$ cat src/rtl/bb3_pkg.sv
// types, constants and helpers for the 3x3 box blur
package bb3_pkg;

  localparam int MAX_WIDTH  = 1024;
  localparam int MAX_HEIGHT = 1024;

  localparam int COL_W  = $clog2(MAX_WIDTH);
  localparam int ROW_W  = $clog2(MAX_HEIGHT);
  localparam int DIM_W  = 11;
  localparam int PIX_W  = 24;
  localparam int CHAN_W = 8;
  localparam int CSUM_W = CHAN_W + 2;
  localparam int TSUM_W = CHAN_W + 4;

  localparam logic [DIM_W-1:0] DIM_MIN        = DIM_W'(3);
  localparam logic [DIM_W-1:0] DIM_MAX_WIDTH  = DIM_W'(MAX_WIDTH);
  localparam logic [DIM_W-1:0] DIM_MAX_HEIGHT = DIM_W'(MAX_HEIGHT);
  localparam logic [DIM_W-1:0] RESET_WIDTH    = DIM_W'(800);
  localparam logic [DIM_W-1:0] RESET_HEIGHT   = DIM_W'(600);

  localparam logic [7:0] ALPHA_OPAQUE = 8'hFF;

  // ceil(2^16 / 9), exact for sums up to 9 * 255
  localparam int RECIP_SHIFT = 16;
  localparam logic [12:0] RECIP9 = 13'd7282;
  localparam int PROD_W = TSUM_W + 13;

  // register indexes
  localparam logic REG_FRAME_WIDTH  = 1'b0;
  localparam logic REG_FRAME_HEIGHT = 1'b1;

  typedef logic [PIX_W-1:0]  pix_t;
  typedef logic [CSUM_W-1:0] csum_t;
  typedef csum_t [2:0]       csum3_t;
  typedef logic [TSUM_W-1:0] tsum_t;
  typedef tsum_t [2:0]       tsum3_t;

  // per-item control carried from the input register to the window stage
  typedef struct packed {
    logic [COL_W-1:0] col;
    logic             col_zero;
    logic             row_ge1;
    logic             row_ge2;
    logic             inframe;
    logic             emit;
    logic             eof;
    pix_t             pix;
  } stage_t;

  function automatic logic [DIM_W-1:0] clamp_dim(input logic [DIM_W-1:0] v,
                                                 input logic [DIM_W-1:0] max_v);
    logic [DIM_W-1:0] r;
    if (v < DIM_MIN) begin
      r = DIM_MIN;
    end else if (v > max_v) begin
      r = max_v;
    end else begin
      r = v;
    end
    return r;
  endfunction

  // channel sums of three pixels, blue in lane 0, red in lane 2
  function automatic csum3_t chan_sum3(input pix_t a, input pix_t b, input pix_t c);
    csum3_t s;
    for (int i = 0; i < 3; i++) begin
      s[i] = CSUM_W'(a[CHAN_W*i +: CHAN_W]) + CSUM_W'(b[CHAN_W*i +: CHAN_W])
           + CSUM_W'(c[CHAN_W*i +: CHAN_W]);
    end
    return s;
  endfunction

  function automatic logic [CHAN_W-1:0] div9(input tsum_t s);
    logic [PROD_W-1:0] p;
    p = PROD_W'(s) * PROD_W'(RECIP9);
    return p[RECIP_SHIFT +: CHAN_W];
  endfunction

endpackage

$ cat src/rtl/bb3_out.sv
// divide by nine, repack and hold the result item
module bb3_out (
  input  logic            clk,
  input  logic            rst,
  input  logic            v2,
  input  bb3_pkg::tsum3_t tot,
  input  logic            eof2,
  input  logic            m_tready,
  output logic            adv3,
  output logic            m_tvalid,
  output logic [31:0]     m_tdata,
  output logic            m_tlast
);

  assign adv3 = !m_tvalid || m_tready;

  always_ff @(posedge clk) begin
    if (rst) begin
      m_tvalid <= 1'b0;
    end else if (adv3) begin
      m_tvalid <= v2;
    end
  end

  always_ff @(posedge clk) begin
    if (adv3 && v2) begin
      m_tdata <= {bb3_pkg::div9(tot[2]), bb3_pkg::div9(tot[1]),
                  bb3_pkg::div9(tot[0]), bb3_pkg::ALPHA_OPAQUE};
      m_tlast <= eof2;
    end
  end

endmodule

$ cat config.mk
export PLATFORM = sky130hd
export DESIGN_NAME = bb3_out
export DESIGN_NICKNAME = d
export VERILOG_FILES = /design/src/rtl/bb3_pkg.sv /design/src/rtl/bb3_out.sv
export SDC_FILE = /design/constraint.sdc
export NUM_CORES = 1
export LEC_CHECK = 0
export BUFFER_PORTS_ARGS = -buffer_cell sky130_fd_sc_hd__buf_2
export CAP_MARGIN = 10
export CORE_AREA = 3 3 111 113
export CTS_BUF_LIST = sky130_fd_sc_hd__clkbuf_8
export CTS_CLUSTER_DIAMETER = 30
export CTS_CLUSTER_SIZE = 12
export DETAILED_ROUTE_END_ITERATION = 12
export DIE_AREA = 0 0 114 116
export MAX_ROUTING_LAYER = met4
export PLACE_DENSITY = 0.82
export SLEW_MARGIN = 20
export SYNTH_ARGS = -nofsm -noshare
export SYNTH_HDL_FRONTEND = slang
export SYNTH_SLANG_ARGS = --single-unit
$ cat constraint.sdc
create_clock -name clk -period 5.7 [get_ports clk]
set_input_delay 0.285 -clock clk [delete_from_list [all_inputs] [get_ports clk]]
set_output_delay 0.285 -clock clk [all_outputs]
set_load 0.01 [all_outputs]
==> impl_metrics.yaml <==
route:
  drtIter0Drc: 141
  vias: 4607
  drt-vias-per-instance: 5.308
  first_pass_iters: 4
  drc_errors: 0
  wire_per_inst_um: 15.31
  ant_nets: 0
  wirelength_mm: 13.29
floorplanning:
  ios: 76
  rows: 39
  design.core.area_mm2: 0.01142
  die_y_um: 116
  die_w_um: 114
  start_util_pct: 59.31
  die_area_mm2: 0.01322
timing:
  worstMarginPinSlew_ns: 0.6086
  setup_tns_ns: 0
  finalMaxSlewViolations: 0
  rsz0062_at_grt: "no"
  final_hold_viol_count: 0
  worst_clock_skew_ns: 0.005835
  fmax_mhz: 215.4
  setup_violations: 0
  holdWs_ns: 0.1456
  slew_headroom_pct: 59.43
  period_share_pct: 81.46
  setup_ws_ns: 1.057
  min_period_ns: 4.643
yosys:
  yosys.cell_types.count: 43
  synth_flop_cell: "edfxtp_1"
  ys_top_cells_by_count: "199 x ha_1, 178 x inv_1, 87 x fa_1, 25 x edfxtp_1, 24 x xnor2_1"
  yosys.cell_count.top_type: "ha_1"
  synthArstFlopShare_pct: 0
  synth_seq_cells: 26
  synthDominantCellAreaShare_pct: 36.76
  synth_area_mm2: 0.006773
  yosys_warnings: 0
  yosysSeqAreaShare_pct: 11.38
  syn_inst: 655
  synth_edf_count: 25
  syn_avg_cell_area_um2: 10.34
  synthTopCellsByArea: "ha_1 37%, fa_1 26%, edfxtp_1 11%, inv_1 9.9%, xnor2_1 3.1%"
  yosys.area.top_type: "ha_1"
cts:
  cts_tree: "yes"
  clock-sinks: 26
  cts_setup_buffers: 0
  cts_hold_buffers: 0
  cts_made_buffers: 3
  cts-resized-gates: 0
  clk-insertion-delay-late_ns: 0.28
  root_buffer: "clkbuf_8"
  clockBufferDepth: 2
  htree_levels: 1
  clkTransAtPathRegs_ns: 0.10
critical_path:
  path_cells: "buf_2 > inv_1 > fa_1 > inv_1 > ha_1 > inv_1 > fa_1 > inv_1 > fa_1 > inv_1 > fa_1 > inv_1 > ha_1 > nand3_1 > a21oi_1 > a221o_1 > a41o_1 > a21o_1 > a31oi_1 > xnor2_1"
  criticalPathCategory: "in -> reg"
  worst_setup_path_end_kind: "flip-flop"
  crit_top_cell: "inv_1"
  cp_max_fo: 3
  critPathSlowestCell: "fa_1"
  cp.required_ns: 5.74
  crit_path_start_kind: "input pin"
  slowest_delay_ns: 0.54
  critPathArrivalTime_ns: 4.68
  crit_buf_inv: 7
  cpLargestDelayFamily: "adder cells"
global_route:
  grt_pass1_wl_mm: 22.71
  antenna_found_initial: 0
  first_global_vias: 5015
  grt_max_degree: 26
  grtUsageTotal_pct: 21.77
  overflow: 0
pwr:
  p_per_area_mw_per_mm2: 440.4
  power_frac_seq_pct: 13.1
  power_mw: 3.226
  clkPwrFrac_pct: 4.9
  max-vdd-ir-drop_uv: 385.9
  p_leak_nw: 4.199
  swShare_pct: 48.48
  p_int_mw: 1.662
  pwr-share-comb_pct: 82.0
  switchingPower_mw: 1.564
placed_design:
  hpwl_mm: 12.39
  place_congestion: 0.8854
  pre_cts_ws_ns: 0.7735
  portBuffers: 67
finish:
  layout.nets: 1053
  area_growth_pct: 8.166
  diodes: 0
  drive_gt1_share_pct: 10.62
worst_hold_path:
  min_path_type: "in -> reg"
status:
  status: "finished clean"
job:
  max_cap_violations: 0
## area by class of cell
type	instances	area, um2
multi-input cells	450	5301
fillers	893	4093
flip-flops and latches	26	770.7
inverters	178	668.1
repair buffers	67	335.3
well taps	143	178.9
clock buffers	3	41.29
clock inverters	1	30.03
## through the flow
step / cells / utilization, % / cell area [um2]
2_1_floorplan: 662 / - / 6799
3_3_place_gp: 864 / 63.52 / 7253
3_5_place_dp: 864 / 63.52 / 7253
4_1_cts: 868 / 64.15 / 7325
5_1_grt: 868 / 64.16 / 7326
6_report: 868 / 64.16 / 7326
## sequential cells by signal (all words and copies together), names as in the netlist
name,count
m_tdata,24
m_tlast,1
m_tvalid,1
## metal layers
metal | wire length [um] | share of wire [%] | track usage [%] | up-vias
li1 | - | - | - | 2257
met1 | 5611 | 42 | 26.39 | 2247
met2 | 7038 | 53 | 40.20 | 88
met3 | 517 | 3.9 | 2.663 | 15
met4 | 125 | 0.94 | 2.375 | 0
met5 | 0 | 0 | - | -
## cell usage in the layout, fill, tap and decap left out, drive strengths merged, types with 3 or more instances in the layout
master,n
ha,199
inv,178
fa,87
buf,67
edfxtp,25
xnor2,24
a21oi,20
a21o,15
nor2,14
xor2,13
o21ai,13
nand3,8
conb,8
nand2,7
nor3,4
and2,4
o21a,3
o221ai,3
o211ai,3
clkbuf,3
## worst reg2reg max path: stages (launching register included)
cell	delay [ns]
dfxtp_1	0.32
nand2b_1	0.11
and2_2	0.56
## cell families after synthesis
kind of cell             Yosys count  synth area share, %
adder cells (fa/ha/maj)          286                62.48
buffers and inverters            186                10.75
AND/OR/NAND/NOR                   45                3.159
flip-flops                        26                11.38
other                              1              0.05537
XOR/XNOR                          37                4.785
AO/OA/AOI/OAI                     74                7.390
## power by group through the flow
stage / Combinational [mW] / Sequential (mW) / Clock, mW
floorplan: 1.91 / 0.471 / 0
global placement: 2.50 / 0.425 / 0
detailed placement: 2.65 / 0.426 / 0
CTS: 2.67 / 0.423 / 0.165
global route: 3.02 / 0.428 / 0.172
finish: 2.64 / 0.421 / 0.160
## final timing paths
kind | cells after the start | startpoint | end | slack, ns
min reg2reg | 2 | m_tvalid | m_tvalid | 0.53
max | 20 | tot[25] | m_tdata[29] | 1.06
min | 2 | rst | m_tvalid | 0.15
max reg2reg | 2 | m_tvalid | m_tdata[14] | 4.35
Note: power is estimated with default switching activity, not from simulation.
