### src/rtl/bb3_pkg.sv
// types, constants and helpers for the 3x3 box blur
package bb3_pkg;

  localparam int MAX_WIDTH  = 1024;
  localparam int MAX_HEIGHT = 1024;

  localparam int COL_W  = $clog2(MAX_WIDTH);
  localparam int ROW_W  = $clog2(MAX_HEIGHT);
  localparam int DIM_W  = 11;
  localparam int PIX_W  = 24;
  localparam int CHAN_W = 8;
  localparam int CSUM_W = CHAN_W + 2;
  localparam int TSUM_W = CHAN_W + 4;

  localparam logic [DIM_W-1:0] DIM_MIN        = DIM_W'(3);
  localparam logic [DIM_W-1:0] DIM_MAX_WIDTH  = DIM_W'(MAX_WIDTH);
  localparam logic [DIM_W-1:0] DIM_MAX_HEIGHT = DIM_W'(MAX_HEIGHT);
  localparam logic [DIM_W-1:0] RESET_WIDTH    = DIM_W'(800);
  localparam logic [DIM_W-1:0] RESET_HEIGHT   = DIM_W'(600);

  localparam logic [7:0] ALPHA_OPAQUE = 8'hFF;

  // ceil(2^16 / 9), exact for sums up to 9 * 255
  localparam int RECIP_SHIFT = 16;
  localparam logic [12:0] RECIP9 = 13'd7282;
  localparam int PROD_W = TSUM_W + 13;

  // register indexes
  localparam logic REG_FRAME_WIDTH  = 1'b0;
  localparam logic REG_FRAME_HEIGHT = 1'b1;

  typedef logic [PIX_W-1:0]  pix_t;
  typedef logic [CSUM_W-1:0] csum_t;
  typedef csum_t [2:0]       csum3_t;
  typedef logic [TSUM_W-1:0] tsum_t;
  typedef tsum_t [2:0]       tsum3_t;

  // per-item control carried from the input register to the window stage
  typedef struct packed {
    logic [COL_W-1:0] col;
    logic             col_zero;
    logic             row_ge1;
    logic             row_ge2;
    logic             inframe;
    logic             emit;
    logic             eof;
    pix_t             pix;
  } stage_t;

  function automatic logic [DIM_W-1:0] clamp_dim(input logic [DIM_W-1:0] v,
                                                 input logic [DIM_W-1:0] max_v);
    logic [DIM_W-1:0] r;
    if (v < DIM_MIN) begin
      r = DIM_MIN;
    end else if (v > max_v) begin
      r = max_v;
    end else begin
      r = v;
    end
    return r;
  endfunction

  // channel sums of three pixels, blue in lane 0, red in lane 2
  function automatic csum3_t chan_sum3(input pix_t a, input pix_t b, input pix_t c);
    csum3_t s;
    for (int i = 0; i < 3; i++) begin
      s[i] = CSUM_W'(a[CHAN_W*i +: CHAN_W]) + CSUM_W'(b[CHAN_W*i +: CHAN_W])
           + CSUM_W'(c[CHAN_W*i +: CHAN_W]);
    end
    return s;
  endfunction

  function automatic logic [CHAN_W-1:0] div9(input tsum_t s);
    logic [PROD_W-1:0] p;
    p = PROD_W'(s) * PROD_W'(RECIP9);
    return p[RECIP_SHIFT +: CHAN_W];
  endfunction

endpackage

### src/rtl/bb3_ctrl.sv
// frame registers, raster counters and input register
module bb3_ctrl (
  input  logic                      clk,
  input  logic                      rst,
  input  logic                      cfg_we,
  input  logic                      cfg_index,
  input  logic [bb3_pkg::DIM_W-1:0] cfg_data,
  input  logic                      s_tvalid,
  output logic                      s_tready,
  input  logic [31:0]               s_tdata,
  input  logic                      s_tuser,
  input  logic                      adv2,
  output logic                      v1,
  output bb3_pkg::stage_t           s1,
  output logic                      rd_en,
  output logic [bb3_pkg::COL_W-1:0] rd_addr
);

  logic [bb3_pkg::DIM_W-1:0] frame_width;
  logic [bb3_pkg::DIM_W-1:0] frame_height;
  logic [bb3_pkg::COL_W-1:0] in_column;
  logic [bb3_pkg::DIM_W-1:0] in_row;
  logic [bb3_pkg::COL_W-1:0] out_column;
  logic [bb3_pkg::ROW_W-1:0] out_row;

  logic [bb3_pkg::DIM_W-1:0] col_inc;
  logic [bb3_pkg::DIM_W-1:0] out_col_inc;
  logic [bb3_pkg::DIM_W-1:0] out_row_inc;
  logic                      inframe;
  logic                      emit;
  logic                      eof;
  logic                      load;
  bb3_pkg::stage_t           stage_in;

  always_comb begin
    col_inc     = bb3_pkg::DIM_W'(in_column) + 1'b1;
    out_col_inc = bb3_pkg::DIM_W'(out_column) + 1'b1;
    out_row_inc = bb3_pkg::DIM_W'(out_row) + 1'b1;
    inframe     = in_row < frame_height;
    emit        = (in_column == '0) ? (in_row >= bb3_pkg::DIM_W'(2))
                                    : (in_row >= bb3_pkg::DIM_W'(1));
    eof         = emit && (out_row_inc >= frame_height) && (out_col_inc >= frame_width);
    s_tready    = !v1 || adv2;
    // a flush while the frame still expects pixels is dropped here
    load        = s_tvalid && s_tready && !(inframe && s_tuser);
    rd_en       = load;
    rd_addr     = in_column;

    stage_in.col      = in_column;
    stage_in.col_zero = (in_column == '0);
    stage_in.row_ge1  = (in_row >= bb3_pkg::DIM_W'(1));
    stage_in.row_ge2  = (in_row >= bb3_pkg::DIM_W'(2));
    stage_in.inframe  = inframe;
    stage_in.emit     = emit;
    stage_in.eof      = eof;
    stage_in.pix      = inframe ? s_tdata[31:8] : '0;
  end

  always_ff @(posedge clk) begin
    if (rst) begin
      frame_width  <= bb3_pkg::RESET_WIDTH;
      frame_height <= bb3_pkg::RESET_HEIGHT;
      in_column    <= '0;
      in_row       <= '0;
      out_column   <= '0;
      out_row      <= '0;
      v1           <= 1'b0;
    end else begin
      if (cfg_we) begin
        case (cfg_index)
          bb3_pkg::REG_FRAME_WIDTH: begin
            frame_width <= bb3_pkg::clamp_dim(cfg_data, bb3_pkg::DIM_MAX_WIDTH);
          end
          bb3_pkg::REG_FRAME_HEIGHT: begin
            frame_height <= bb3_pkg::clamp_dim(cfg_data, bb3_pkg::DIM_MAX_HEIGHT);
          end
          default: begin
          end
        endcase
        in_column  <= '0;
        in_row     <= '0;
        out_column <= '0;
        out_row    <= '0;
      end else if (load) begin
        if (col_inc >= frame_width) begin
          in_column <= '0;
          in_row    <= in_row + 1'b1;
        end else begin
          in_column <= col_inc[bb3_pkg::COL_W-1:0];
        end
        if (emit) begin
          if (eof) begin
            // last result of the frame: next item starts a new one
            in_column  <= '0;
            in_row     <= '0;
            out_column <= '0;
            out_row    <= '0;
          end else if (out_col_inc >= frame_width) begin
            out_column <= '0;
            out_row    <= out_row + 1'b1;
          end else begin
            out_column <= out_col_inc[bb3_pkg::COL_W-1:0];
          end
        end
      end
      if (s_tready) begin
        v1 <= load;
      end
    end
  end

  always_ff @(posedge clk) begin
    if (s_tready) begin
      s1 <= stage_in;
    end
  end

endmodule

### config.mk
export PLATFORM = sky130hd
export DESIGN_NAME = bb3_ctrl
export DESIGN_NICKNAME = d
export VERILOG_FILES = /design/src/rtl/bb3_pkg.sv /design/src/rtl/bb3_ctrl.sv
export SDC_FILE = /design/constraint.sdc
export NUM_CORES = 1
export LEC_CHECK = 0
export ABC_AREA = 1
export BUFFER_PORTS_ARGS = -buffer_cell sky130_fd_sc_hd__buf_4
export CAP_MARGIN = 20
export CORE_MARGIN = 3
export CORE_UTILIZATION = 52
export CTS_CLUSTER_SIZE = 25
export DETAILED_ROUTE_END_ITERATION = 12
export PLACE_DENSITY = 0.77
export SLEW_MARGIN = 5
export SYNTH_ARGS = -nofsm -noshare
export SYNTH_HDL_FRONTEND = slang
export SYNTH_SLANG_ARGS = --single-unit
### constraint.sdc
create_clock -name clk -period 2.65 [get_ports clk]
set_input_delay 0.265 -clock clk [delete_from_list [all_inputs] [get_ports clk]]
set_output_delay 0.265 -clock clk [all_outputs]
set_load 0.005 [all_outputs]
==> run metrics <==
overall fraction of global-route tracks in use=21.61%; Hold Path Depth=2; area enclosed by the die boundary=0.01330 mm2; final setup margin=-0.03023 ns; Starting Density=53.73%; clock tree from TritonCTS=built; initial detailed-routing violation count=326; TritonCTS sink count=104; HPWL after detailed placement=10330 um; Seq/Total Area, Yosys=39.95%; number of diodes=0; grt ovf=0; core utilization of the finished layout=68.47%; Clock Tree Buf Depth=2; via density per instance=5.084; largest net degree at the start of global routing=43; footprint of the multi-input gates=0.003209 mm2; later-pin clock latency in the skew report=0.35 ns; number of search-and-repair iterations in the first detailed-routing pass=6; number of cells on the worst reg-to-reg path=19; die boundary width=115.3 um; routed wire length per instance=13.34 um; Final Max Slew Viols=0; drt drc=0; combinational fraction of design power=9.5%; critical setup path kind=reg2reg; Cell Area, Synth=0.006213 mm2; via count=5684; area delta synth->final=27.45%; Final Hold Vio Count=0; setup repair after global routing missed its margin=yes; Worst Hold Class=in2reg; Power Density=439.1 mW/mm2; Leak Pwr=0.003969 uW; final clock period utilization by the worst path=101.1%; number of unique standard cell types used by synthesis=37; clock transition at the registers of the reported paths=0.07 ns; count of flip-flops with a built-in enable after synthesis=40; Ys Warns=0; wire length of the first global-routing pass=23020 um; number of failing setup endpoints in the final timing report=9; share of layout cells above drive strength 1=22.26%; DP Worst Slack=-0.1680 ns; failing checks=negative setup slack; max_cap viols=0; most common cell after layout, fill and taps aside=sky130_fd_sc_hd__nand2_1; Die Y=115.3 um; CP Launch Point=out_column[1]; number of primary I/O pins=103; worst-case clock skew=0.006189 ns; Fillers=967; number of core rows=39; core area=0.01156 mm2; endpoint class of the critical path=flop; switching fraction of total power=22.83%; number of synthesized register bits=104; top flip-flop cell by instance count after synthesis=sky130_fd_sc_hd__dfxtp_1; H-Tree Depth=3; reported net switching power=793.9 uW; Min Clock Period, post-route=2.680 ns; # nets final=1070; crit path DAT=2.92 ns; Inserted Clock Buffers=9; number of global-route vias before repair=4999; cell chosen for the clock root=sky130_fd_sc_hd__clkbuf_16; pin slew with the least headroom to its limit=0.7951 ns; largest fanout on the critical path=8; relative contribution of the clock network to total power=40.6%; Post-Route Hold Slack=0.1993 ns; area occupied by registers=0.002497 mm2; start point of the worst min-delay path=rst; required time at the worst-slack endpoint=2.89 ns; Rel. slew slack=46.79%; routability-driven placement congestion ratio=0.9003; number of nets still failing antenna checks after routing=0; CP Launch Type=flop; number of antenna violations at the first check in global routing=0; drt total wl=14910 um; port bufs=94; cell-internal power=2683 uW; Avg Inst Size Synth=7.301 um2; launching point of the worst reg2reg path=out_column[1]; Seq pwr share=49.8%; Synth Instances=851; FFs w/ async S/R, synth=0%; status=complete, but fails checks; Worst IR Drop VDD=0.2963 mV; nets in the synthesized netlist=951; commonest non-fill, non-tap cells in the layout=183 x sky130_fd_sc_hd__nand2_1, 153 x sky130_fd_sc_hd__inv_1, 126 x sky130_fd_sc_hd__buf_4; Achievable Freq=373.1 MHz; FF-to-FF setup slack=-0.03 ns
state kept, by name, indices dropped and copies added (netlist names):
signal,cells
s1,40
frame_height,11
frame_width,11
in_row,11
out_column,10
out_row,10
rd_addr,10
v1,1
cell type report:
class / instances / share of cell area (%)
Inverter: 158 / 7.489
Multi-Input combinational cell: 560 / 40.53
Tap cell: 143 / 2.259
Timing Repair Buffer: 137 / 14.24
Clock inverter: 6 / 1.059
Clock buffer: 10 / 2.891
Sequential cell: 104 / 31.54
logic make-up (layout without fill, tap and decap cells):
group / count (synthesis) / in the layout / synth area share, %
fa+ha+maj: 50 / 50 / 10.07
buf+inv: 187 / 311 / 12.46
compound gates: 94 / 94 / 7.833
simple gates: 396 / 396 / 26.86
flops: 104 / 104 / 39.95
xor+xnor: 20 / 20 / 2.819
cell usage after synthesis, types with 2 or more instances:
cell                       count  area [um2]
sky130_fd_sc_hd__a21oi_1      49       245.2
sky130_fd_sc_hd__a31oi_1       2       12.51
sky130_fd_sc_hd__buf_2         7       35.03
sky130_fd_sc_hd__buf_4        11       82.58
sky130_fd_sc_hd__buf_6         3       33.78
sky130_fd_sc_hd__clkbuf_1      8       30.03
sky130_fd_sc_hd__clkinv_1      2       7.510
sky130_fd_sc_hd__dfxtp_1      64        1281
sky130_fd_sc_hd__edfxtp_1     40        1201
sky130_fd_sc_hd__ha_1         50       625.6
sky130_fd_sc_hd__inv_1       153       574.3
sky130_fd_sc_hd__inv_2         3       11.26
sky130_fd_sc_hd__nand2_1     193       724.4
sky130_fd_sc_hd__nand2_2       3       18.77
sky130_fd_sc_hd__nand3_1      48       240.2
sky130_fd_sc_hd__nand3b_1      2       15.01
sky130_fd_sc_hd__nand4_1       9       56.30
sky130_fd_sc_hd__nor2_1      119       446.7
sky130_fd_sc_hd__nor2_4        2       22.52
sky130_fd_sc_hd__nor3_1       10       50.05
sky130_fd_sc_hd__nor3b_1       2       15.01
sky130_fd_sc_hd__o211ai_1      2       15.01
sky130_fd_sc_hd__o21ai_0      36       180.2
sky130_fd_sc_hd__o21ai_1       2       10.01
sky130_fd_sc_hd__xnor2_1       3       26.28
sky130_fd_sc_hd__xor2_1       17       148.9
worst max-delay path, cell delays in order, from the launching register on:
cell and delay (ns):
sky130_fd_sc_hd__dfxtp_4 0.37, sky130_fd_sc_hd__buf_6 0.11, sky130_fd_sc_hd__nand2_4 0.05, sky130_fd_sc_hd__nor2_4 0.14
sky130_fd_sc_hd__nand2_2 0.10, sky130_fd_sc_hd__nor3_2 0.20, sky130_fd_sc_hd__xor2_1 0.15, sky130_fd_sc_hd__inv_1 0.10
sky130_fd_sc_hd__ha_4 0.27, sky130_fd_sc_hd__nand2_2 0.07, sky130_fd_sc_hd__nor2_4 0.10, sky130_fd_sc_hd__nand2_1 0.05
sky130_fd_sc_hd__nor2_1 0.08, sky130_fd_sc_hd__nand2_1 0.07, sky130_fd_sc_hd__nand2_2 0.12, sky130_fd_sc_hd__buf_6 0.11
sky130_fd_sc_hd__nand4_1 0.13, sky130_fd_sc_hd__buf_4 0.19, sky130_fd_sc_hd__nand2_8 0.09, sky130_fd_sc_hd__nor2_1 0.06
final timing paths:
kind                     to
max reg2reg   out_column[2]
max           out_column[2]
min reg2reg  frame_width[8]
min                      v1
power groups by stage:
stage | sequential, uW | combinational (uW) | clock [uW]
after floorplan | 1770 | 156 | 0
after global placement | 1770 | 311 | 0
after detailed placement | 1770 | 316 | 0
after CTS | 1730 | 323 | 1430
after global routing | 1740 | 373 | 1480
final | 1730 | 331 | 1410
through the flow:
stage | total power [uW] | instance area (um2) | std cells | setup TNS [ns]
floorplan | 1929 | 6213 | 851 | 0
global placement | 2078 | 7192 | 1092 | -0.8799
CTS | 3489 | 7636 | 1113 | -0.02762
detailed placement | 2087 | 7192 | 1092 | -3.422
global route | 3592 | 7919 | 1118 | -6.071
finish | 3477 | 7919 | 1118 | -0.08857
what timing repair did:
item	CTS	global route
endpoints found under the setup margin	38	42
hold buffers	0	0
pin swaps	16	35
buffers inserted	5	4
gates resized for setup	20	56
cloned	0	2
per-layer routing:
layer	vias to the layer above	wire, um	track usage [%]
li1	2908	-	-
met5	-	0	0
met3	22	904	3.263
met2	174	6966	36.30
met1	2580	6757	28.39
met4	0	281	7.590
No activity file was read; power rests on OpenSTA's default activity.
