==> src/rtl/bb3_pkg.sv <==
// types, constants and helpers for the 3x3 box blur
package bb3_pkg;

  localparam int MAX_WIDTH  = 1024;
  localparam int MAX_HEIGHT = 1024;

  localparam int COL_W  = $clog2(MAX_WIDTH);
  localparam int ROW_W  = $clog2(MAX_HEIGHT);
  localparam int DIM_W  = 11;
  localparam int PIX_W  = 24;
  localparam int CHAN_W = 8;
  localparam int CSUM_W = CHAN_W + 2;
  localparam int TSUM_W = CHAN_W + 4;

  localparam logic [DIM_W-1:0] DIM_MIN        = DIM_W'(3);
  localparam logic [DIM_W-1:0] DIM_MAX_WIDTH  = DIM_W'(MAX_WIDTH);
  localparam logic [DIM_W-1:0] DIM_MAX_HEIGHT = DIM_W'(MAX_HEIGHT);
  localparam logic [DIM_W-1:0] RESET_WIDTH    = DIM_W'(800);
  localparam logic [DIM_W-1:0] RESET_HEIGHT   = DIM_W'(600);

  localparam logic [7:0] ALPHA_OPAQUE = 8'hFF;

  // ceil(2^16 / 9), exact for sums up to 9 * 255
  localparam int RECIP_SHIFT = 16;
  localparam logic [12:0] RECIP9 = 13'd7282;
  localparam int PROD_W = TSUM_W + 13;

  // register indexes
  localparam logic REG_FRAME_WIDTH  = 1'b0;
  localparam logic REG_FRAME_HEIGHT = 1'b1;

  typedef logic [PIX_W-1:0]  pix_t;
  typedef logic [CSUM_W-1:0] csum_t;
  typedef csum_t [2:0]       csum3_t;
  typedef logic [TSUM_W-1:0] tsum_t;
  typedef tsum_t [2:0]       tsum3_t;

  // per-item control carried from the input register to the window stage
  typedef struct packed {
    logic [COL_W-1:0] col;
    logic             col_zero;
    logic             row_ge1;
    logic             row_ge2;
    logic             inframe;
    logic             emit;
    logic             eof;
    pix_t             pix;
  } stage_t;

  function automatic logic [DIM_W-1:0] clamp_dim(input logic [DIM_W-1:0] v,
                                                 input logic [DIM_W-1:0] max_v);
    logic [DIM_W-1:0] r;
    if (v < DIM_MIN) begin
      r = DIM_MIN;
    end else if (v > max_v) begin
      r = max_v;
    end else begin
      r = v;
    end
    return r;
  endfunction

  // channel sums of three pixels, blue in lane 0, red in lane 2
  function automatic csum3_t chan_sum3(input pix_t a, input pix_t b, input pix_t c);
    csum3_t s;
    for (int i = 0; i < 3; i++) begin
      s[i] = CSUM_W'(a[CHAN_W*i +: CHAN_W]) + CSUM_W'(b[CHAN_W*i +: CHAN_W])
           + CSUM_W'(c[CHAN_W*i +: CHAN_W]);
    end
    return s;
  endfunction

  function automatic logic [CHAN_W-1:0] div9(input tsum_t s);
    logic [PROD_W-1:0] p;
    p = PROD_W'(s) * PROD_W'(RECIP9);
    return p[RECIP_SHIFT +: CHAN_W];
  endfunction

endpackage

==> src/rtl/bb3_window.sv <==
// column sums of the 3x3 window and the registered neighborhood totals
module bb3_window (
  input  logic                      clk,
  input  logic                      rst,
  input  logic                      v1,
  input  bb3_pkg::stage_t           s1,
  input  bb3_pkg::pix_t             upper_rd,
  input  bb3_pkg::pix_t             lower_rd,
  input  logic                      adv3,
  output logic                      adv2,
  output logic                      v2,
  output bb3_pkg::tsum3_t           tot,
  output logic                      eof2,
  output logic                      wr_en,
  output logic [bb3_pkg::COL_W-1:0] wr_addr,
  output bb3_pkg::pix_t             wr_upper,
  output bb3_pkg::pix_t             wr_lower
);

  // older and newer column sums kept in the window
  bb3_pkg::csum3_t col_old;
  bb3_pkg::csum3_t col_new;

  bb3_pkg::pix_t   top;
  bb3_pkg::pix_t   mid;
  bb3_pkg::csum3_t in_sum;
  bb3_pkg::tsum3_t tot_next;

  always_comb begin
    top    = s1.row_ge2 ? upper_rd : '0;
    mid    = s1.row_ge1 ? lower_rd : '0;
    in_sum = bb3_pkg::chan_sum3(top, mid, s1.pix);
    for (int i = 0; i < 3; i++) begin
      // at column zero the right column is outside the frame
      tot_next[i] = bb3_pkg::TSUM_W'(col_old[i]) + bb3_pkg::TSUM_W'(col_new[i])
                  + (s1.col_zero ? '0 : bb3_pkg::TSUM_W'(in_sum[i]));
    end
    adv2     = !v2 || adv3;
    wr_en    = v1 && adv2 && s1.inframe;
    wr_addr  = s1.col;
    wr_upper = lower_rd;
    wr_lower = s1.pix;
  end

  always_ff @(posedge clk) begin
    if (rst) begin
      v2      <= 1'b0;
      col_old <= '0;
      col_new <= '0;
    end else if (adv2) begin
      v2 <= v1 && s1.emit;
      if (v1) begin
        col_old <= s1.col_zero ? '0 : col_new;
        col_new <= in_sum;
      end
    end
  end

  always_ff @(posedge clk) begin
    if (adv2 && v1) begin
      tot  <= tot_next;
      eof2 <= s1.eof;
    end
  end

endmodule

==> config.mk <==
export PLATFORM = sky130hd
export DESIGN_NAME = bb3_window
export DESIGN_NICKNAME = d
export VERILOG_FILES = /design/src/rtl/bb3_pkg.sv /design/src/rtl/bb3_window.sv
export SDC_FILE = /design/constraint.sdc
export NUM_CORES = 1
export LEC_CHECK = 0
export ABC_AREA = 1
export BUFFER_PORTS_ARGS = -buffer_cell sky130_fd_sc_hd__buf_2
export CORE_UTILIZATION = 48
export DETAILED_ROUTE_END_ITERATION = 8
export HOLD_SLACK_MARGIN = 0.12
export PLACE_DENSITY_LB_ADDON = 0.2
export SYNTH_ARGS = -nofsm -noshare
export SYNTH_HDL_FRONTEND = slang
export SYNTH_SLANG_ARGS = --single-unit
==> constraint.sdc <==
create_clock -name clk -period 6.3 [get_ports clk]
set_input_delay 1.26 -clock clk [delete_from_list [all_inputs] [get_ports clk]]
set_output_delay 1.26 -clock clk [all_outputs]
set_load 0.02 [all_outputs]
==> flow_summary.ini, run 1 <==
[run_status]
status = finished clean

[logic_synthesis]
synth.most_common_cell = nand2_1
ys_dominant_reg_cell = dfxtp_1
ys_ff_latch = 98
yosysWarnings = 0
ys_types = 29
syn-num-nets = 1192
synth_top_family_by_area = adder cells
postSynthCellCount = 992
synth_xor_area_share_pct = 3.32
seq_area_frac_synth_pct = 29.5
synthArstFlopShare_pct = 0
muxShareOfSynthArea_pct = 0
synth_top_area_share_pct = 15.5
synth.top_cells.by_count = nand2_1 (201), inv_1 (179), a21oi_1 (79)
yosys-top-cells-area = dfxtp_1 (15%), fa_1 (15%), edfxtp_1 (14%)
synth_compound_area_share_pct = 8.99
synthAdderAreaFrac_pct = 22.8
syn-cell-area_sq_um = 7900
synth_top_area_cell = dfxtp_1
synth_edf_count = 37
avgSynthCellArea_sq_um = 7.97
synth-simple-area-share_pct = 19.1

[cts]
holdBufCountCts = 0
post_cts_buffers = 0
cts_buffers = 9
cts_buffer_depth = 2
cts-root-buf = clkbuf_16
clock_sinks = 98
cts-resized-gates = 0
htreeDepth = 3
clkTransAtPathRegs_ns = 0.06
clk_latency_ns = 0.34
cts_tree = yes

[sta]
maxSlewViolCount = 0
timing.setup.tns_ns = 0
fin_ws_ns = 1.44
final-setup-viol-count = 0
hold_viol_final = 0
period_share_pct = 77.2
fmax_mhz = 206
maxSlewHeadroom_pct = 25.3
fin_worst_skew_ns = 0.00570
layout_min_cycle_time_ns = 4.86
max_slew.worst_pin.slew_ns = 1.12
rsz0062_at_grt = false

[cells_and_area]
fillers = 1613
drive_gt1_share_pct = 18.0
diodes = 0
fin_cells = 1309
area_delta_synth_final_pct = 10.6
multiInputGateArea_sq_um = 4290
layout.nets = 1288
final-seq-area_sq_um = 2330

[power]
power_frac_seq_pct = 35.8
p_leak_nw = 4.81
combPwrFrac_pct = 39.2
ir_drop_mv = 0.115
clock_power_share_pct = 24.9
power_density_nw_per_um2 = 257
p_sw_w = 0.000841
power_w = 0.00224
p_sw_share_pct = 37.5
internal_power_w = 0.00140

[critical_path]
critPathLaunch = s1[28]
arrival_ns = 4.96
critPathSlowestCell = fa_1
reg2reg_depth = 9
critical_path_depth = 19
worstSetupEndpointType = flip-flop
critPathKind = primary input to flip-flop
cpMostUsedCell = nand2_1
path_cells = buf_2 -> nand2_1 -> fa_1 -> inv_1 -> ha_1 -> fa_1 -> nand3_1 -> nand2_1 -> nand2_1 -> nand3_1 -> a21oi_1 -> fa_1 -> ha_1 -> inv_1 -> o21bai_1 -> a21boi_0 -> nand3_1 -> nand2_1 -> nand2_1
slowest_delay_ns = 0.52
start_kind = primary input
cp.required_ns = 6.40
critical-path-top-delay-family = adder cells
endpoint = tot[34]$_DFFE_PP_
crit_fanout = 24
critPathBufInv = 3
r2r-end = tot[31]$_DFFE_PP_
r2r-start = col_old[21]$_SDFFE_PP0P_
ff2ff_setup_slack_ns = 3.86

[floorplanning]
initial_utilization_pct = 49.4
die_x_um = 130
io_pins = 190
floorplan.rows = 46
dieArea_sq_um = 17000
coreArea_sq_um = 16000
fp.dieH_um = 130

[detailed_routing]
wl_per_cell_um = 12.7
drt_first_pass_iters = 4
remaining_drc_errors = 0
first_iter_violations = 362
drt.antenna.violating_nets = 0
wl_met1_um = 8840
dr_wl_met3_um = 546
wl_um = 16600
maxUsedRoutingLayer = met4
vias = 6181
via_per_inst = 4.72
wl_met2_um = 6860

[placed_design]
place_congestion = 0.869
port_buffers = 169
place_ws_ns = 1.08
hpwl_um = 13000
placedCellCount = 1293

[global_routing]
grt.overflow.total = 0
grt_pass1_vias = 5704
track_usage_pct = 20.4
grt_max_degree = 107
grt_pass1_wl_um = 27100
antenna_found_initial = 0

[min_path]
hp-class = flip-flop to flip-flop

[job]
drv_cap = 0
## cells in the final DEF (no fill, tap or decap), drive strengths merged, types with 2 or more instances in the layout
cell     instances
buf            172
nor3             2
edfxtp          37
xor2            27
a21oi           81
clkinv           3
o2111ai          2
o21bai           6
inv            181
clkbuf          10
nor2            75
xnor2            3
o21ai           16
a211oi          17
fa              60
nand3           76
nand2          203
dfxtp           61
ha              48
and2             6
nand4            4
## power by group through the flow
stage               clock, W  sequential, W  combinational [W]
global placement           0       0.000819           0.000868
global route        0.000593       0.000817           0.000999
detailed placement         0       0.000820           0.000877
finish              0.000559       0.000804           0.000881
CTS                 0.000571       0.000806           0.000884
floorplan                  0       0.000889           0.000597
## worst min path at each step
| stage | end | cells after the start | slack [ns] | from |
|---|---|---|---|---|
| 2_1_floorplan | col_old[21]$_SDFFE_PP0P_ | 2 | 0.47 | col_old[21]$_SDFFE_PP0P_ |
| 3_3_place_gp | col_old[18]$_SDFFE_PP0P_ | 2 | 0.48 | col_old[18]$_SDFFE_PP0P_ |
| 3_5_place_dp | col_old[7]$_SDFFE_PP0P_ | 2 | 0.48 | col_old[7]$_SDFFE_PP0P_ |
| 4_1_cts | col_old[7]$_SDFFE_PP0P_ | 2 | 0.49 | col_old[7]$_SDFFE_PP0P_ |
| 5_1_grt | col_old[12]$_SDFFE_PP0P_ | 2 | 0.51 | col_old[12]$_SDFFE_PP0P_ |
| 6_report | col_old[26]$_SDFFE_PP0P_ | 2 | 0.49 | col_old[26]$_SDFFE_PP0P_ |
## worst reg2reg max path, cell delays in order, from the launching register on
cell and delay [ns]:
dfxtp_1 0.33, fa_1 0.54, ha_1 0.21, inv_1 0.08
fa_1 0.45, inv_1 0.10, nand3_1 0.07, nand2_1 0.14
a21oi_1 0.09, xor2_1 0.17
## stage by stage
step                      hold WS, ns  utilization, %  area (sq um)
after CTS                       0.495            54.6          8740
after global routing            0.511            54.6          8740
after global placement          0.479            52.7          8440
final                           0.492            54.6          8740
after detailed placement        0.485            52.7          8440
after floorplan                 0.470               -          7900
## layer usage
metal	up-vias	global-route usage (%)
li1	3243	-
met1	2765	30.9
met4	0	7.32
met2	152	30.1
met5	-	0
met3	21	1.89
## state kept, by name (all words and copies together), names as in the netlist
signal and cells:
tot 36, eof2 1, col_new 30, v2 1, col_old 30
## kinds of logic (layout without fill, tap and decap cells)
| logic type | count (synthesis) | count (layout) |
|---|---|---|
| AOI/OAI and AO/OA | 123 | 123 |
| xor gates and xnor gates | 30 | 30 |
| adders and majority gates | 108 | 108 |
| buffers and inverters | 267 | 368 |
| DFF | 98 | 98 |
| and+or+nand+nor | 366 | 366 |
## cell type report
cell class              count  area share [%]
well taps                 216            3.09
multi-input cells         627            49.0
clock inverters             6           0.744
inverters                 180            7.76
clock buffers              10            2.73
flip-flops and latches     98            26.7
repair buffers            172            9.94
Power figures use the tool's default switching activity.
==> run 2: changes to the inputs <==
ABC_AREA = 0   (was 1)
clock period = 4.57 ns   (was 6.3 ns; I/O delays follow)
==> run 2 against run 1 <==
Net effect: via count shrank 3.5%; largest power group unchanged; critical path depth shrank 3; synthesized cell count shrank 21%; largest cell class unchanged; setup slack lost 1.3 ns; critical endpoint is now tot[32]$_DFFE_PP_; sequential share of layout area shrank 2.1 points.
==> flow_summary.ini, run 2 <==
[floorplanning]
fp.dieH_um = 127
floorplan.rows = 45
initial_utilization_pct = 49.2
coreArea_sq_um = 15300
dieArea_sq_um = 16200
die_x_um = 127
io_pins = 190

[sta]
maxSlewHeadroom_pct = 40.8
period_share_pct = 97.0
maxSlewViolCount = 0
max_slew.worst_pin.slew_ns = 0.886
final-setup-viol-count = 0
hold_viol_final = 0
fin_worst_skew_ns = 0.00740
holdWs_ns = 0.456
fmax_mhz = 225
layout_min_cycle_time_ns = 4.43
timing.setup.tns_ns = 0

[critical_path]
arrival_ns = 4.53
critPathKind = primary input to flip-flop
ff2ff_setup_slack_ns = 2.07
reg2reg_depth = 11
slowest_delay_ns = 0.49
cpMostUsedCell = fa_1
worstSetupEndpointType = flip-flop
critPathSlowestCell = fa_1
endpoint = tot[32]$_DFFE_PP_
cp.required_ns = 4.66
r2r-end = tot[31]$_DFFE_PP_
crit_fanout = 17
path_cells = buf_6 -> buf_4 -> and2_1 -> fa_1 -> ha_2 -> a21oi_4 -> o21bai_1 -> xnor2_2 -> nor2_1 -> fa_1 -> ha_4 -> and3_4 -> a2111oi_4 -> nand2b_4 -> a21oi_1 -> xor2_1
critPathLaunch = s1[28]
start_kind = primary input
r2r-start = col_old[20]$_SDFFE_PP0P_

[logic_synthesis]
syn-cell-area_sq_um = 7510
ys_ff_latch = 98
postSynthCellCount = 788
ys_types = 48
syn-num-nets = 988
yosys-top-cells-area = dfxtp_1 (16%), fa_1 (16%), edfxtp_1 (15%)
ys_dominant_reg_cell = dfxtp_1
synth_top_area_share_pct = 16.3
avgSynthCellArea_sq_um = 9.53
synth_top_area_cell = dfxtp_1
synthArstFlopShare_pct = 0
synth_edf_count = 37
synth.top_cells.by_count = nand2_1 (82), a21oi_1 (69), dfxtp_1 (61)
seq_area_frac_synth_pct = 31.1
yosysWarnings = 0
synth.most_common_cell = nand2_1

[detailed_routing]
first_iter_violations = 300
wl_um = 16800
drt.antenna.violating_nets = 0
remaining_drc_errors = 0
vias = 5964
via_per_inst = 4.91
wl_per_cell_um = 13.9
drt_first_pass_iters = 4

[global_routing]
grt_max_degree = 72
antenna_found_initial = 0
grt.overflow.total = 0
track_usage_pct = 21.1
grt_pass1_wl_um = 27000
grt_pass1_vias = 5698

[cells_and_area]
mostFrequentLayoutCell = buf_2
fillers = 1324
drive_gt1_share_pct = 35.2
diodes = 0
layout.nets = 1199
largest-register = tot
area_delta_synth_final_pct = 26.1
reg_top3 = tot: 36 flops, col_new: 30 flops, col_old: 30 flops
largest_register_ffs = 36
final_cell_mix = buf_2 (167), buf_4 (119), nand2_1 (79), dfxtp_1 (61), a21oi_1 (60)

[min_path]
min-delay-start = col_new[0]$_SDFFE_PP0P_
hp-class = flip-flop to flip-flop
hold_depth = 2

[cts]
clk_latency_ns = 0.34
cts_buffer_depth = 2
clock_sinks = 98
cts_tree = yes
clkTransAtPathRegs_ns = 0.07
cts_buffers = 9
htreeDepth = 3
holdBufCountCts = 0
cts-root-buf = clkbuf_16

[placed_design]
port_buffers = 169
hpwl_um = 13400
place_congestion = 0.843

[power]
p_leak_nw = 4.40
ir_drop_mv = 0.175
power_density_nw_per_um2 = 357

[run_status]
status = finished clean

[job]
drv_cap = 0
run 2: how the worst min path moves through the flow:
stage	endpoint	slack, ns
6_report	col_new[0]$_SDFFE_PP0P_	0.46
5_1_grt	col_new[0]$_SDFFE_PP0P_	0.48
4_1_cts	col_new[19]$_SDFFE_PP0P_	0.46
3_5_place_dp	col_new[19]$_SDFFE_PP0P_	0.45
3_3_place_gp	col_new[20]$_SDFFE_PP0P_	0.44
2_1_floorplan	col_new[0]$_SDFFE_PP0P_	0.44
run 2: cells by family after synthesis:
family / Yosys count / share of synthesized area, %
AO/OA/AOI/OAI: 140 / 12.3
XOR/XNOR: 36 / 4.20
adder cells (fa/ha/maj): 108 / 24.0
buffers and inverters: 142 / 10.1
flip-flops: 98 / 31.1
AND/OR/NAND/NOR: 264 / 18.3
run 2: per-layer routing:
metal  track usage (%)  up-vias  part of all wire, %
met5                 0        -                    0
met1              29.2     2787                   47
met4              7.21        0                  1.6
met2              34.4      145                   46
met3              2.43       19                  4.5
li1                  -     3013                    -
run 2: where the power goes:
| part | total (W) | internal [W] | leakage [nW] | switching (W) |
|---|---|---|---|---|
| Combinational | 0.00151 | 0.000730 | 3.38 | 0.000781 |
| Clock | 0.000774 | 0.000437 | 0.150 | 0.000336 |
| Sequential | 0.00110 | 0.00105 | 0.868 | 0.0000515 |
run 2: what timing repair did:
action | CTS | global route
pin swaps | 1 | 9
setup endpoints to repair | 7 | 15
resized for setup | 2 | 19
hold endpoints to repair | 0 | 0
buffers inserted | 0 | 3
run 2: stage by stage:
| step | area (sq um) | utilization [%] | setup WS (ns) | total power, W | instances |
|---|---|---|---|---|---|
| 2_1_floorplan | 7630 | - | 0.00955 | 0.00206 | 788 |
| 3_3_place_gp | 9030 | 59.2 | -0.336 | 0.00256 | 1196 |
| 3_5_place_dp | 9030 | 59.2 | -0.400 | 0.00259 | 1196 |
| 4_1_cts | 9340 | 61.2 | 0.0367 | 0.00337 | 1212 |
| 5_1_grt | 9470 | 62.1 | -0.0317 | 0.00361 | 1215 |
| 6_report | 9470 | 62.1 | 0.135 | 0.00339 | 1215 |
run 2: cell type report:
class	instances	area [sq um]	share of cell area, %
Clock inverter	4	27.5	0.291
Clock buffer	12	279	2.95
Tap cell	211	264	2.79
Timing Repair Buffer	288	1750	18.5
Multi-Input combinational cell	548	4620	48.7
Sequential cell	98	2330	24.6
Inverter	54	203	2.14
run 2: worst max-delay path: cells and delay by family:
kind / cells / cell delay (ns)
buffers and inverters: 2 / 0.28
XOR/XNOR: 2 / 0.28
AO/OA/AOI/OAI: 4 / 0.76
AND/OR/NAND/NOR: 4 / 0.68
adder cells (fa/ha/maj): 4 / 1.62
